[config.mk]
export PLATFORM = sky130hd
export DESIGN_NAME = log_bucket_latency_histogram
export DESIGN_NICKNAME = d
export VERILOG_FILES = /design/src/design/lbh_pkg.sv /design/src/design/log_bucket_latency_histogram.sv /design/src/design/lbh_ram.sv /design/src/design/lbh_datapath.sv /design/src/design/lbh_ctrl.sv
export VERILOG_INCLUDE_DIRS = /design/src /design/src/design
export SDC_FILE = /design/constraint.sdc
export NUM_CORES = 2
export LEC_CHECK = 0
export BUFFER_PORTS_ARGS = -buffer_cell sky130_fd_sc_hd__buf_2
export CAP_MARGIN = 20
export CORE_MARGIN = 10
export CORE_UTILIZATION = 60
export DETAILED_ROUTE_END_ITERATION = 8
export PLACE_DENSITY = 0.79
export SYNTH_ARGS = -nofsm -noshare
export SYNTH_HDL_FRONTEND = slang
export SYNTH_SLANG_ARGS = --single-unit
[constraint.sdc]
create_clock -name clock -period 23.1 [get_ports clock]
set_input_delay 4.62 -clock clock [delete_from_list [all_inputs] [get_ports clock]]
set_output_delay 4.62 -clock clock [all_outputs]
set_load 0.05 [all_outputs]
[src/design/log_bucket_latency_histogram_defines.svh]
// ----------------------------------------------------------------------------
// log_bucket_latency_histogram_defines -- assertion macros
// Shared concurrent assertion forms for the histogram RTL.
// ----------------------------------------------------------------------------
`ifndef LOG_BUCKET_LATENCY_HISTOGRAM_DEFINES_SVH
`define LOG_BUCKET_LATENCY_HISTOGRAM_DEFINES_SVH

// same-cycle implication
`define LBH_ASSERT_IMPLY(label, clk, rst, ante, cons, msg) \
   label: assert property (@(posedge clk) disable iff (rst) (ante) |-> (cons)) \
      else $error(msg);

// next-cycle implication
`define LBH_ASSERT_NEXT(label, clk, rst, ante, cons, msg) \
   label: assert property (@(posedge clk) disable iff (rst) (ante) |=> (cons)) \
      else $error(msg);

`endif

[src/design/lbh_pkg.sv]
// ----------------------------------------------------------------------------
// lbh_pkg -- log bucket latency histogram package
// Field widths, constants and controller/datapath interface types.
// ----------------------------------------------------------------------------
`default_nettype none

package lbh_pkg;

   localparam int DUR_W   = 48;
   localparam int CNT_W   = 32;
   localparam int TOT_W   = 64;
   localparam int CSR_W   = 5;
   localparam int BIDX_W  = 4;

   localparam logic [DUR_W-1:0] BOUND_MAX = {DUR_W{1'b1}};

   // register indexes
   localparam logic CSR_GROWTH_BASE    = 1'b0;
   localparam logic CSR_BUCKETS_IN_USE = 1'b1;

   // controller -> datapath
   typedef struct packed {
      logic start;     // load duration, restart walk at bucket 0
      logic step;      // advance bucket index and bound
      logic rd_en;     // read bucket entry
      logic wr_en;     // write updated bucket entry
      logic load_out;  // load result register from read entry
   } cmd_type;

   // datapath -> controller
   typedef struct packed {
      logic hit;       // duration fits current bucket
      logic is_last;   // current bucket is the unbounded one
      logic out_free;  // result register can take a new transaction
   } status_type;

endpackage

`default_nettype wire

[src/design/log_bucket_latency_histogram.sv]
// ----------------------------------------------------------------------------
// log_bucket_latency_histogram -- geometric-bucket latency histogram
// Top level: configuration registers, controller and datapath.
// ----------------------------------------------------------------------------
// Usage:
//   req_*  : request channel. req_mode 0 collects req_duration_us into the
//            first bucket whose bound (1, b, b^2, ... us) covers it; req_mode 1
//            flushes every bucket in use, in index order, clearing each.
//   rsp_*  : one transaction per bucket on a flush, rsp_last on the final
//            (unbounded) bucket. Collect produces no transaction.
//   csr_*  : index 0 growth_base, index 1 buckets_in_use; always ready.
//            Write only while the block is idle.
// Sequence:
//   Collect: accept, then one bound compared per cycle from bucket 0 up to
//            the covering bucket, then a write-back of count and total.
//            The shared bound multiply-compare paces the walk.
//   Flush:   per bucket a store read, then a result load that waits on a
//            full result register; the single store read port sets the pace.
//   A new request is taken only when the previous one is finished.
// Reset: clears all buckets at once through per-entry valid bits, result
//   channel empty, registers back to base 10 and 16 buckets.
// Stall: the result register holds its transaction while rsp_ready is low;
//   the flush sweep waits on it and resumes when it is taken.
// ----------------------------------------------------------------------------
`default_nettype none

module log_bucket_latency_histogram #(
   parameter int MAX_BUCKETS = 16
) (
   input  wire logic                       clock,
   input  wire logic                       reset,
   // request channel
   input  wire logic                       req_valid,
   output      logic                       req_ready,
   input  wire logic                       req_mode,
   input  wire logic [lbh_pkg::DUR_W-1:0]  req_duration_us,
   // result channel
   output      logic                       rsp_valid,
   input  wire logic                       rsp_ready,
   output      logic [lbh_pkg::BIDX_W-1:0] rsp_bucket_index,
   output      logic [lbh_pkg::DUR_W-1:0]  rsp_upper_bound_us,
   output      logic                       rsp_is_unbounded,
   output      logic [lbh_pkg::CNT_W-1:0]  rsp_hit_count,
   output      logic [lbh_pkg::TOT_W-1:0]  rsp_total_us,
   output      logic                       rsp_last,
   // configuration channel
   input  wire logic                       csr_valid,
   output      logic                       csr_ready,
   input  wire logic                       csr_index,
   input  wire logic [lbh_pkg::CSR_W-1:0]  csr_wdata
);

   import lbh_pkg::*;

   // configuration registers
   logic [CSR_W-1:0] growth_base_ff, growth_base_in;
   logic [CSR_W-1:0] buckets_ff, buckets_in;

   cmd_type    cmd;
   status_type status;

   // register writes are always taken
   assign csr_ready = 1'b1;

   always_comb begin
      growth_base_in = growth_base_ff;
      buckets_in     = buckets_ff;
      if (csr_valid) begin
         unique case (csr_index)
            CSR_GROWTH_BASE:    growth_base_in = csr_wdata;
            CSR_BUCKETS_IN_USE: buckets_in     = csr_wdata;
            default: begin
               growth_base_in = growth_base_ff;
            end
         endcase
      end
   end

   always_ff @(posedge clock) begin
      if (reset) begin
         growth_base_ff <= CSR_W'(10);
         buckets_ff     <= CSR_W'(16);
      end else begin
         growth_base_ff <= growth_base_in;
         buckets_ff     <= buckets_in;
      end
   end

   // sequencing: collect walk and flush sweep
   lbh_ctrl u_ctrl (
      .clock     (clock),
      .reset     (reset),
      .req_valid (req_valid),
      .req_mode  (req_mode),
      .req_ready (req_ready),
      .status    (status),
      .cmd       (cmd)
   );

   // bound walk, bucket store and result register
   lbh_datapath #(
      .MAX_BUCKETS (MAX_BUCKETS)
   ) u_datapath (
      .clock              (clock),
      .reset              (reset),
      .cmd                (cmd),
      .status             (status),
      .growth_base        (growth_base_ff),
      .buckets_in_use     (buckets_ff),
      .req_duration_us    (req_duration_us),
      .rsp_ready          (rsp_ready),
      .rsp_valid          (rsp_valid),
      .rsp_bucket_index   (rsp_bucket_index),
      .rsp_upper_bound_us (rsp_upper_bound_us),
      .rsp_is_unbounded   (rsp_is_unbounded),
      .rsp_hit_count      (rsp_hit_count),
      .rsp_total_us       (rsp_total_us),
      .rsp_last           (rsp_last)
   );

endmodule

`default_nettype wire

[src/design/lbh_ram.sv]
// ----------------------------------------------------------------------------
// lbh_ram -- generic single-port-write RAM
// One write port, one read port, registered read data.
// ----------------------------------------------------------------------------
`default_nettype none

module lbh_ram #(
   parameter int WIDTH = 96,
   parameter int DEPTH = 16
) (
   input  wire logic                     clock,
   input  wire logic                     wr_en,
   input  wire logic [$clog2(DEPTH)-1:0] wr_addr,
   input  wire logic [WIDTH-1:0]         wr_data,
   input  wire logic                     rd_en,
   input  wire logic [$clog2(DEPTH)-1:0] rd_addr,
   output      logic [WIDTH-1:0]         rd_data
);

   logic [WIDTH-1:0] mem_ff [DEPTH];
   logic [WIDTH-1:0] rd_data_ff;

   always_ff @(posedge clock) begin
      if (wr_en) begin
         mem_ff[wr_addr] <= wr_data;
      end
      if (rd_en) begin
         rd_data_ff <= mem_ff[rd_addr];
      end
   end

   assign rd_data = rd_data_ff;

endmodule

`default_nettype wire

[src/design/lbh_datapath.sv]
// ----------------------------------------------------------------------------
// lbh_datapath -- histogram datapath
// Bucket walk (index, bound), bucket store with valid bits, result register.
// ----------------------------------------------------------------------------
`default_nettype none
`include "log_bucket_latency_histogram_defines.svh"

module lbh_datapath #(
   parameter int MAX_BUCKETS = 16
) (
   input  wire logic                       clock,
   input  wire logic                       reset,
   input  wire lbh_pkg::cmd_type           cmd,
   output      lbh_pkg::status_type        status,
   input  wire logic [lbh_pkg::CSR_W-1:0]  growth_base,
   input  wire logic [lbh_pkg::CSR_W-1:0]  buckets_in_use,
   input  wire logic [lbh_pkg::DUR_W-1:0]  req_duration_us,
   input  wire logic                       rsp_ready,
   output      logic                       rsp_valid,
   output      logic [lbh_pkg::BIDX_W-1:0] rsp_bucket_index,
   output      logic [lbh_pkg::DUR_W-1:0]  rsp_upper_bound_us,
   output      logic                       rsp_is_unbounded,
   output      logic [lbh_pkg::CNT_W-1:0]  rsp_hit_count,
   output      logic [lbh_pkg::TOT_W-1:0]  rsp_total_us,
   output      logic                       rsp_last
);

   import lbh_pkg::*;

   localparam int IDX_W  = $clog2(MAX_BUCKETS);
   localparam int ENT_W  = CNT_W + TOT_W;
   localparam int PROD_W = DUR_W + CSR_W;
   localparam logic [IDX_W-1:0] LAST_MAX = IDX_W'(MAX_BUCKETS - 1);

   // walk state
   logic [IDX_W-1:0]       k_ff, k_in;
   logic [DUR_W-1:0]       bound_ff, bound_in;
   logic [DUR_W-1:0]       dur_ff, dur_in;
   logic [MAX_BUCKETS-1:0] valid_ff, valid_in;

   // effective configuration
   logic [CSR_W-1:0] base_eff;
   logic [IDX_W-1:0] last_idx;
   logic             is_last;

   logic [PROD_W-1:0] prod;
   logic [DUR_W-1:0]  next_bound;

   // bucket store
   logic [ENT_W-1:0] rd_data;
   logic [ENT_W-1:0] wr_data;
   logic [CNT_W-1:0] ent_count;
   logic [TOT_W-1:0] ent_total;

   // result register
   logic                rsp_valid_ff, rsp_valid_in;
   logic [BIDX_W-1:0]   idx_out_ff, idx_out_in;
   logic [DUR_W-1:0]    bound_out_ff, bound_out_in;
   logic                unb_out_ff, unb_out_in;
   logic [CNT_W-1:0]    count_out_ff, count_out_in;
   logic [TOT_W-1:0]    total_out_ff, total_out_in;

   always_comb begin
      priority if (growth_base < CSR_W'(2)) begin
         base_eff = CSR_W'(2);
      end else if (growth_base > CSR_W'(16)) begin
         base_eff = CSR_W'(16);
      end else begin
         base_eff = growth_base;
      end
   end

   always_comb begin
      priority if (buckets_in_use < CSR_W'(2)) begin
         last_idx = IDX_W'(1);
      end else if (32'(buckets_in_use) > 32'(MAX_BUCKETS)) begin
         last_idx = LAST_MAX;
      end else begin
         last_idx = IDX_W'(buckets_in_use - CSR_W'(1));
      end
   end

   assign is_last = (k_ff == last_idx);

   // one multiply per step; saturate once past the field maximum
   assign prod       = PROD_W'(bound_ff) * PROD_W'(base_eff);
   assign next_bound = (prod > PROD_W'(BOUND_MAX)) ? BOUND_MAX : prod[DUR_W-1:0];

   assign status.hit      = is_last || (dur_ff <= bound_ff);
   assign status.is_last  = is_last;
   assign status.out_free = !rsp_valid_ff || rsp_ready;

   // entries never written since reset or flush read as zero
   assign ent_count = valid_ff[k_ff] ? rd_data[ENT_W-1:TOT_W] : '0;
   assign ent_total = valid_ff[k_ff] ? rd_data[TOT_W-1:0]     : '0;
   assign wr_data   = {ent_count + CNT_W'(1), ent_total + TOT_W'(dur_ff)};

   lbh_ram #(
      .WIDTH (ENT_W),
      .DEPTH (MAX_BUCKETS)
   ) u_store (
      .clock   (clock),
      .wr_en   (cmd.wr_en),
      .wr_addr (k_ff),
      .wr_data (wr_data),
      .rd_en   (cmd.rd_en),
      .rd_addr (k_ff),
      .rd_data (rd_data)
   );

   always_comb begin
      k_in     = k_ff;
      bound_in = bound_ff;
      dur_in   = dur_ff;
      valid_in = valid_ff;
      if (cmd.start) begin
         k_in     = '0;
         bound_in = DUR_W'(1);
         dur_in   = req_duration_us;
      end else if (cmd.step) begin
         k_in     = k_ff + IDX_W'(1);
         bound_in = next_bound;
      end
      if (cmd.wr_en) begin
         valid_in[k_ff] = 1'b1;
      end else if (cmd.load_out) begin
         valid_in[k_ff] = 1'b0;
      end
   end

   always_comb begin
      rsp_valid_in = rsp_valid_ff;
      idx_out_in   = idx_out_ff;
      bound_out_in = bound_out_ff;
      unb_out_in   = unb_out_ff;
      count_out_in = count_out_ff;
      total_out_in = total_out_ff;
      if (cmd.load_out) begin
         rsp_valid_in = 1'b1;
         idx_out_in   = BIDX_W'(k_ff);
         bound_out_in = is_last ? BOUND_MAX : bound_ff;
         unb_out_in   = is_last;
         count_out_in = ent_count;
         total_out_in = ent_total;
      end else if (rsp_ready) begin
         rsp_valid_in = 1'b0;
      end
   end

   always_ff @(posedge clock) begin
      if (reset) begin
         valid_ff     <= '0;
         rsp_valid_ff <= 1'b0;
      end else begin
         valid_ff     <= valid_in;
         rsp_valid_ff <= rsp_valid_in;
      end
   end

   always_ff @(posedge clock) begin
      k_ff         <= k_in;
      bound_ff     <= bound_in;
      dur_ff       <= dur_in;
      idx_out_ff   <= idx_out_in;
      bound_out_ff <= bound_out_in;
      unb_out_ff   <= unb_out_in;
      count_out_ff <= count_out_in;
      total_out_ff <= total_out_in;
   end

   assign rsp_valid          = rsp_valid_ff;
   assign rsp_bucket_index   = idx_out_ff;
   assign rsp_upper_bound_us = bound_out_ff;
   assign rsp_is_unbounded   = unb_out_ff;
   assign rsp_hit_count      = count_out_ff;
   assign rsp_total_us       = total_out_ff;
   assign rsp_last           = unb_out_ff;

   `LBH_ASSERT_IMPLY(a_out_no_overwrite, clock, reset, cmd.load_out, !rsp_valid_ff || rsp_ready, "result register overwritten while stalled")
   `LBH_ASSERT_IMPLY(a_read_in_range, clock, reset, cmd.rd_en, k_ff <= last_idx, "bucket read beyond last bucket in use")
   `LBH_ASSERT_NEXT(a_bound_grows, clock, reset, cmd.step && !cmd.start, bound_ff >= $past(bound_ff), "bucket bound decreased on step")

endmodule

`default_nettype wire

[src/design/lbh_ctrl.sv]
// ----------------------------------------------------------------------------
// lbh_ctrl -- histogram controller
// Sequences bound walk and bucket update for collect, bucket sweep for flush.
// ----------------------------------------------------------------------------
`default_nettype none
`include "log_bucket_latency_histogram_defines.svh"

module lbh_ctrl (
   input  wire logic                clock,
   input  wire logic                reset,
   input  wire logic                req_valid,
   input  wire logic                req_mode,
   output      logic                req_ready,
   input  wire lbh_pkg::status_type status,
   output      lbh_pkg::cmd_type    cmd
);

   import lbh_pkg::*;

   localparam logic [2:0] ST_IDLE = 3'd0;  // waiting for a request
   localparam logic [2:0] ST_SCAN = 3'd1;  // compare against one bound per cycle
   localparam logic [2:0] ST_UPD  = 3'd2;  // write back count and total
   localparam logic [2:0] ST_FRD  = 3'd3;  // flush: read bucket
   localparam logic [2:0] ST_FLD  = 3'd4;  // flush: load result, clear bucket

   logic [2:0] state_ff, state_in;

   always_comb begin
      state_in  = state_ff;
      cmd       = '0;
      req_ready = 1'b0;
      unique case (state_ff)
         ST_IDLE: begin
            req_ready = 1'b1;
            if (req_valid) begin
               cmd.start = 1'b1;
               state_in  = req_mode ? ST_FRD : ST_SCAN;
            end
         end
         ST_SCAN: begin
            if (status.hit) begin
               cmd.rd_en = 1'b1;
               state_in  = ST_UPD;
            end else begin
               cmd.step = 1'b1;
            end
         end
         ST_UPD: begin
            cmd.wr_en = 1'b1;
            state_in  = ST_IDLE;
         end
         ST_FRD: begin
            cmd.rd_en = 1'b1;
            state_in  = ST_FLD;
         end
         ST_FLD: begin
            if (status.out_free) begin
               cmd.load_out = 1'b1;
               if (status.is_last) begin
                  state_in = ST_IDLE;
               end else begin
                  cmd.step = 1'b1;
                  state_in = ST_FRD;
               end
            end
         end
         default: begin
            state_in = ST_IDLE;
         end
      endcase
   end

   always_ff @(posedge clock) begin
      if (reset) begin
         state_ff <= ST_IDLE;
      end else begin
         state_ff <= state_in;
      end
   end

   `LBH_ASSERT_IMPLY(a_upd_after_scan, clock, reset, state_ff == ST_UPD, $past(state_ff) == ST_SCAN, "bucket update without a finished scan")

endmodule

`default_nettype wire
==> run metrics <==
CP top delay family compound AO/OA/AOI/OAI gates; FP Rows 136; Fill cells 8,453; via count 46,900; Resize count post-CTS 0; Clock transition at path regs 0.06 ns; I/O pin total 213; Worst-Margin Slew 1.20 ns; YS warnings 0; port bufs 211; post-CTS setup buffers 0; WS Path Type flop to flop; CP Max Fanout 62; Routed Wire Length 216 mm; Synth Area in Compound Gates 3.87%; Detailed Route Iter0 Violations 6,689; HPWL after DPL 113 mm; number of buffers created by CTS 183; WHS Path Cells 2; CTS sink count 1,911; max-cap violation count 0; number of global-route vias before repair 47,500; Synth Net Count 5,103; hold crit path type flop to flop; overall power 9.65 mW; Post-route DRC 0; simple-gate share of the synthesized area 5.20%; fmax 0.136 GHz; CP Cell Sequence mux4_2 -> mux4_4 -> and2_1 -> ha_1 -> nor2b_1 -> o21ai_0 -> a211oi_1 -> o21ai_0 -> o2111ai_1 -> nand4b_1 -> a31o_2 -> nand2b_1 -> or3_1 -> a21boi_1; fin cells 6,982; Tot GR Track Use 28.1%; height of the die 392 µm; Initial Utilization 60.4%; cell depth of the worst setup path 14; post-synthesis cell type count 75; final worst slack 15.72 ns; dpl cell area 86,300 µm²; multi-input logic area 24,700 µm²; VDD IR max 87.2 µV; Seq/Total Area, Yosys 68.0%; layout cell share with drive strength beyond 1 22.2%; Syn Area/Cell 17.5 µm²; FF-to-FF path depth 14; largest family of logic cells by synthesized area multiplexers; #FFs+latches synth 1,911; Die Wd 392 µm; pin count of the biggest net entering global routing 112; Synth Flop Type edfxtp_1; drt first pass iters 9; Worst-Skew Late Latency 0.83 ns; crit path time final 7.38 ns; final setup fails 0; H-tree Lvls 4; Inst Count DP 6,592; Worst Path Arrival 7.85 ns; hold-fix buffer count after cts 0; most used cell, CP o21ai_0; Crit path buffers/inverters 0; crit path launch type flop; wire per inst 31.0 µm; critical path's slowest cell mux4_4; adder-cell share of the synthesized area 5.80%; Area Overhead vs Synth 11.0%; most common cell after layout, fill and taps aside edfxtp_1; number of synthesized flops with an enable pin 1,829; most frequent cells in the layout edfxtp_1 (1,829), mux4_2 (484), inv_1 (301); synthesized area 83,200 µm²; XOR/XNOR Fraction of Synth Area 1.47%; CP required 23.57 ns; RSZ-0062 raised after global routing no; Design Area, Final 92,300 µm²; Final Skew 0.0290 ns; Post-synth ARST share 0%; ANT nets after route 1; max incr delay on CP 1.07 ns; mux cell area share after synthesis 13.2%; Final Cycle Share 31.9%; Syn Inst Count 4,741; status complete, but fails checks; core area 138,000 µm²; initial antenna violation count 3; CTS tree built; global-route wire length before repair 318 mm; PD cells 105 nW/µm²; failing checks antenna rules; setup TNS 0 ns; pre-CTS WS 15.70 ns; maximum buffer depth of the clock tree 3; die area 154,000 µm²; CP Capture Type flop; count of final max-slew check failures 0; grt total ovfl 0; vias per cell 6.71; P_leak 31.5 nW; Hold Fails Final Rpt 0; RePlAce Congestion 0.971; Net count, final 5,396; register area 56,600 µm²; root buffer cell clkbuf_16; Slew headroom 19.3%
## registers in the layout, indices dropped and copies added, names as in the netlist, named ones only
signal,count
u_datapath.rsp_hit_count,32
u_datapath.dur_ff,48
u_datapath.rsp_bucket_index,4
buckets_ff,5
u_datapath.rsp_is_unbounded,1
u_datapath.u_store.mem_ff,1536
u_ctrl.state_ff,3
growth_base_ff,5
u_datapath.k_ff,4
u_datapath.rsp_upper_bound_us,48
u_datapath.bound_ff,48
u_datapath.rsp_valid,1
u_datapath.u_store.rd_data,96
u_datapath.rsp_total_us,64
## cell type report
type,count,share of cell area (%)
sequential,1911,61.3
multi-input combinational,2303,26.7
clock buffer,233,5.23
tap,1794,2.43
timing repair buffer,320,2.12
inverter,315,1.35
clock inverter,99,0.844
antenna,7,0.0190
## Yosys cell counts (17+ instances only)
cell type / n / area (µm²)
and2_1: 200 / 1250
nand3_1: 39 / 195
nand4_1: 40 / 250
nor3_1: 79 / 395
o21bai_1: 17 / 128
o211ai_1: 21 / 158
a21o_1: 59 / 443
nor2b_1: 17 / 106
inv_1: 315 / 1180
xnor2_1: 84 / 736
mux4_2: 485 / 10900
nand2_1: 243 / 912
or2_2: 50 / 313
o21ai_0: 132 / 661
clkbuf_1: 160 / 601
buf_1: 37 / 139
nor2_1: 108 / 405
edfxtp_1: 1829 / 54900
ha_1: 163 / 2040
xor2_1: 56 / 490
a31oi_1: 55 / 344
fa_1: 139 / 2780
dfxtp_1: 82 / 1640
a21oi_1: 151 / 756
## worst min-delay path: stages (launching register included)
cell and delay, ns:
dfxtp_1 0.30, o21ai_0 0.06, a21oi_1 0.06
## routing by layer
metal	share of wire (%)	track usage (%)	vias up
li1	-	-	19000
met1	36	37.3	23900
met2	50	46.2	3394
met3	10	5.62	554
met4	4.1	11.1	2
met5	0.0051	0	-
## cell families after synthesis
family,after synthesis
compound gates,524
xor+xnor,140
other cells,1
buf+inv,527
simple gates,844
fa+ha+maj,302
mux,492
flops,1911
## final timing paths
kind                                    startpoint                          endpoint  slack [ns]
worst max-delay path            u_datapath.k_ff[0]  u_datapath.u_store.mem_ff[5][58]       15.72
worst min-delay path                          flop                              flop        0.48
worst max register to register  u_datapath.k_ff[0]  u_datapath.u_store.mem_ff[5][58]       15.72
worst min register to register                flop                              flop        0.48
## through the flow
stage	utilization (%)	hold slack, ns
floorplan	-	0.451
detailed placement	62.7	0.468
finish	67.1	0.477
global placement	62.7	0.461
global route	67.1	0.497
CTS	66.8	0.476
## report_power, final
group	total (mW)	internal [mW]	switching (mW)	leakage, nW
sequential	4.33	4.17	0.160	17.3
clock	2.87	1.56	1.32	2.72
combinational	2.45	1.01	1.44	11.4
total	9.65	6.74	2.92	31.5
No activity file was read; power rests on OpenSTA's default activity.
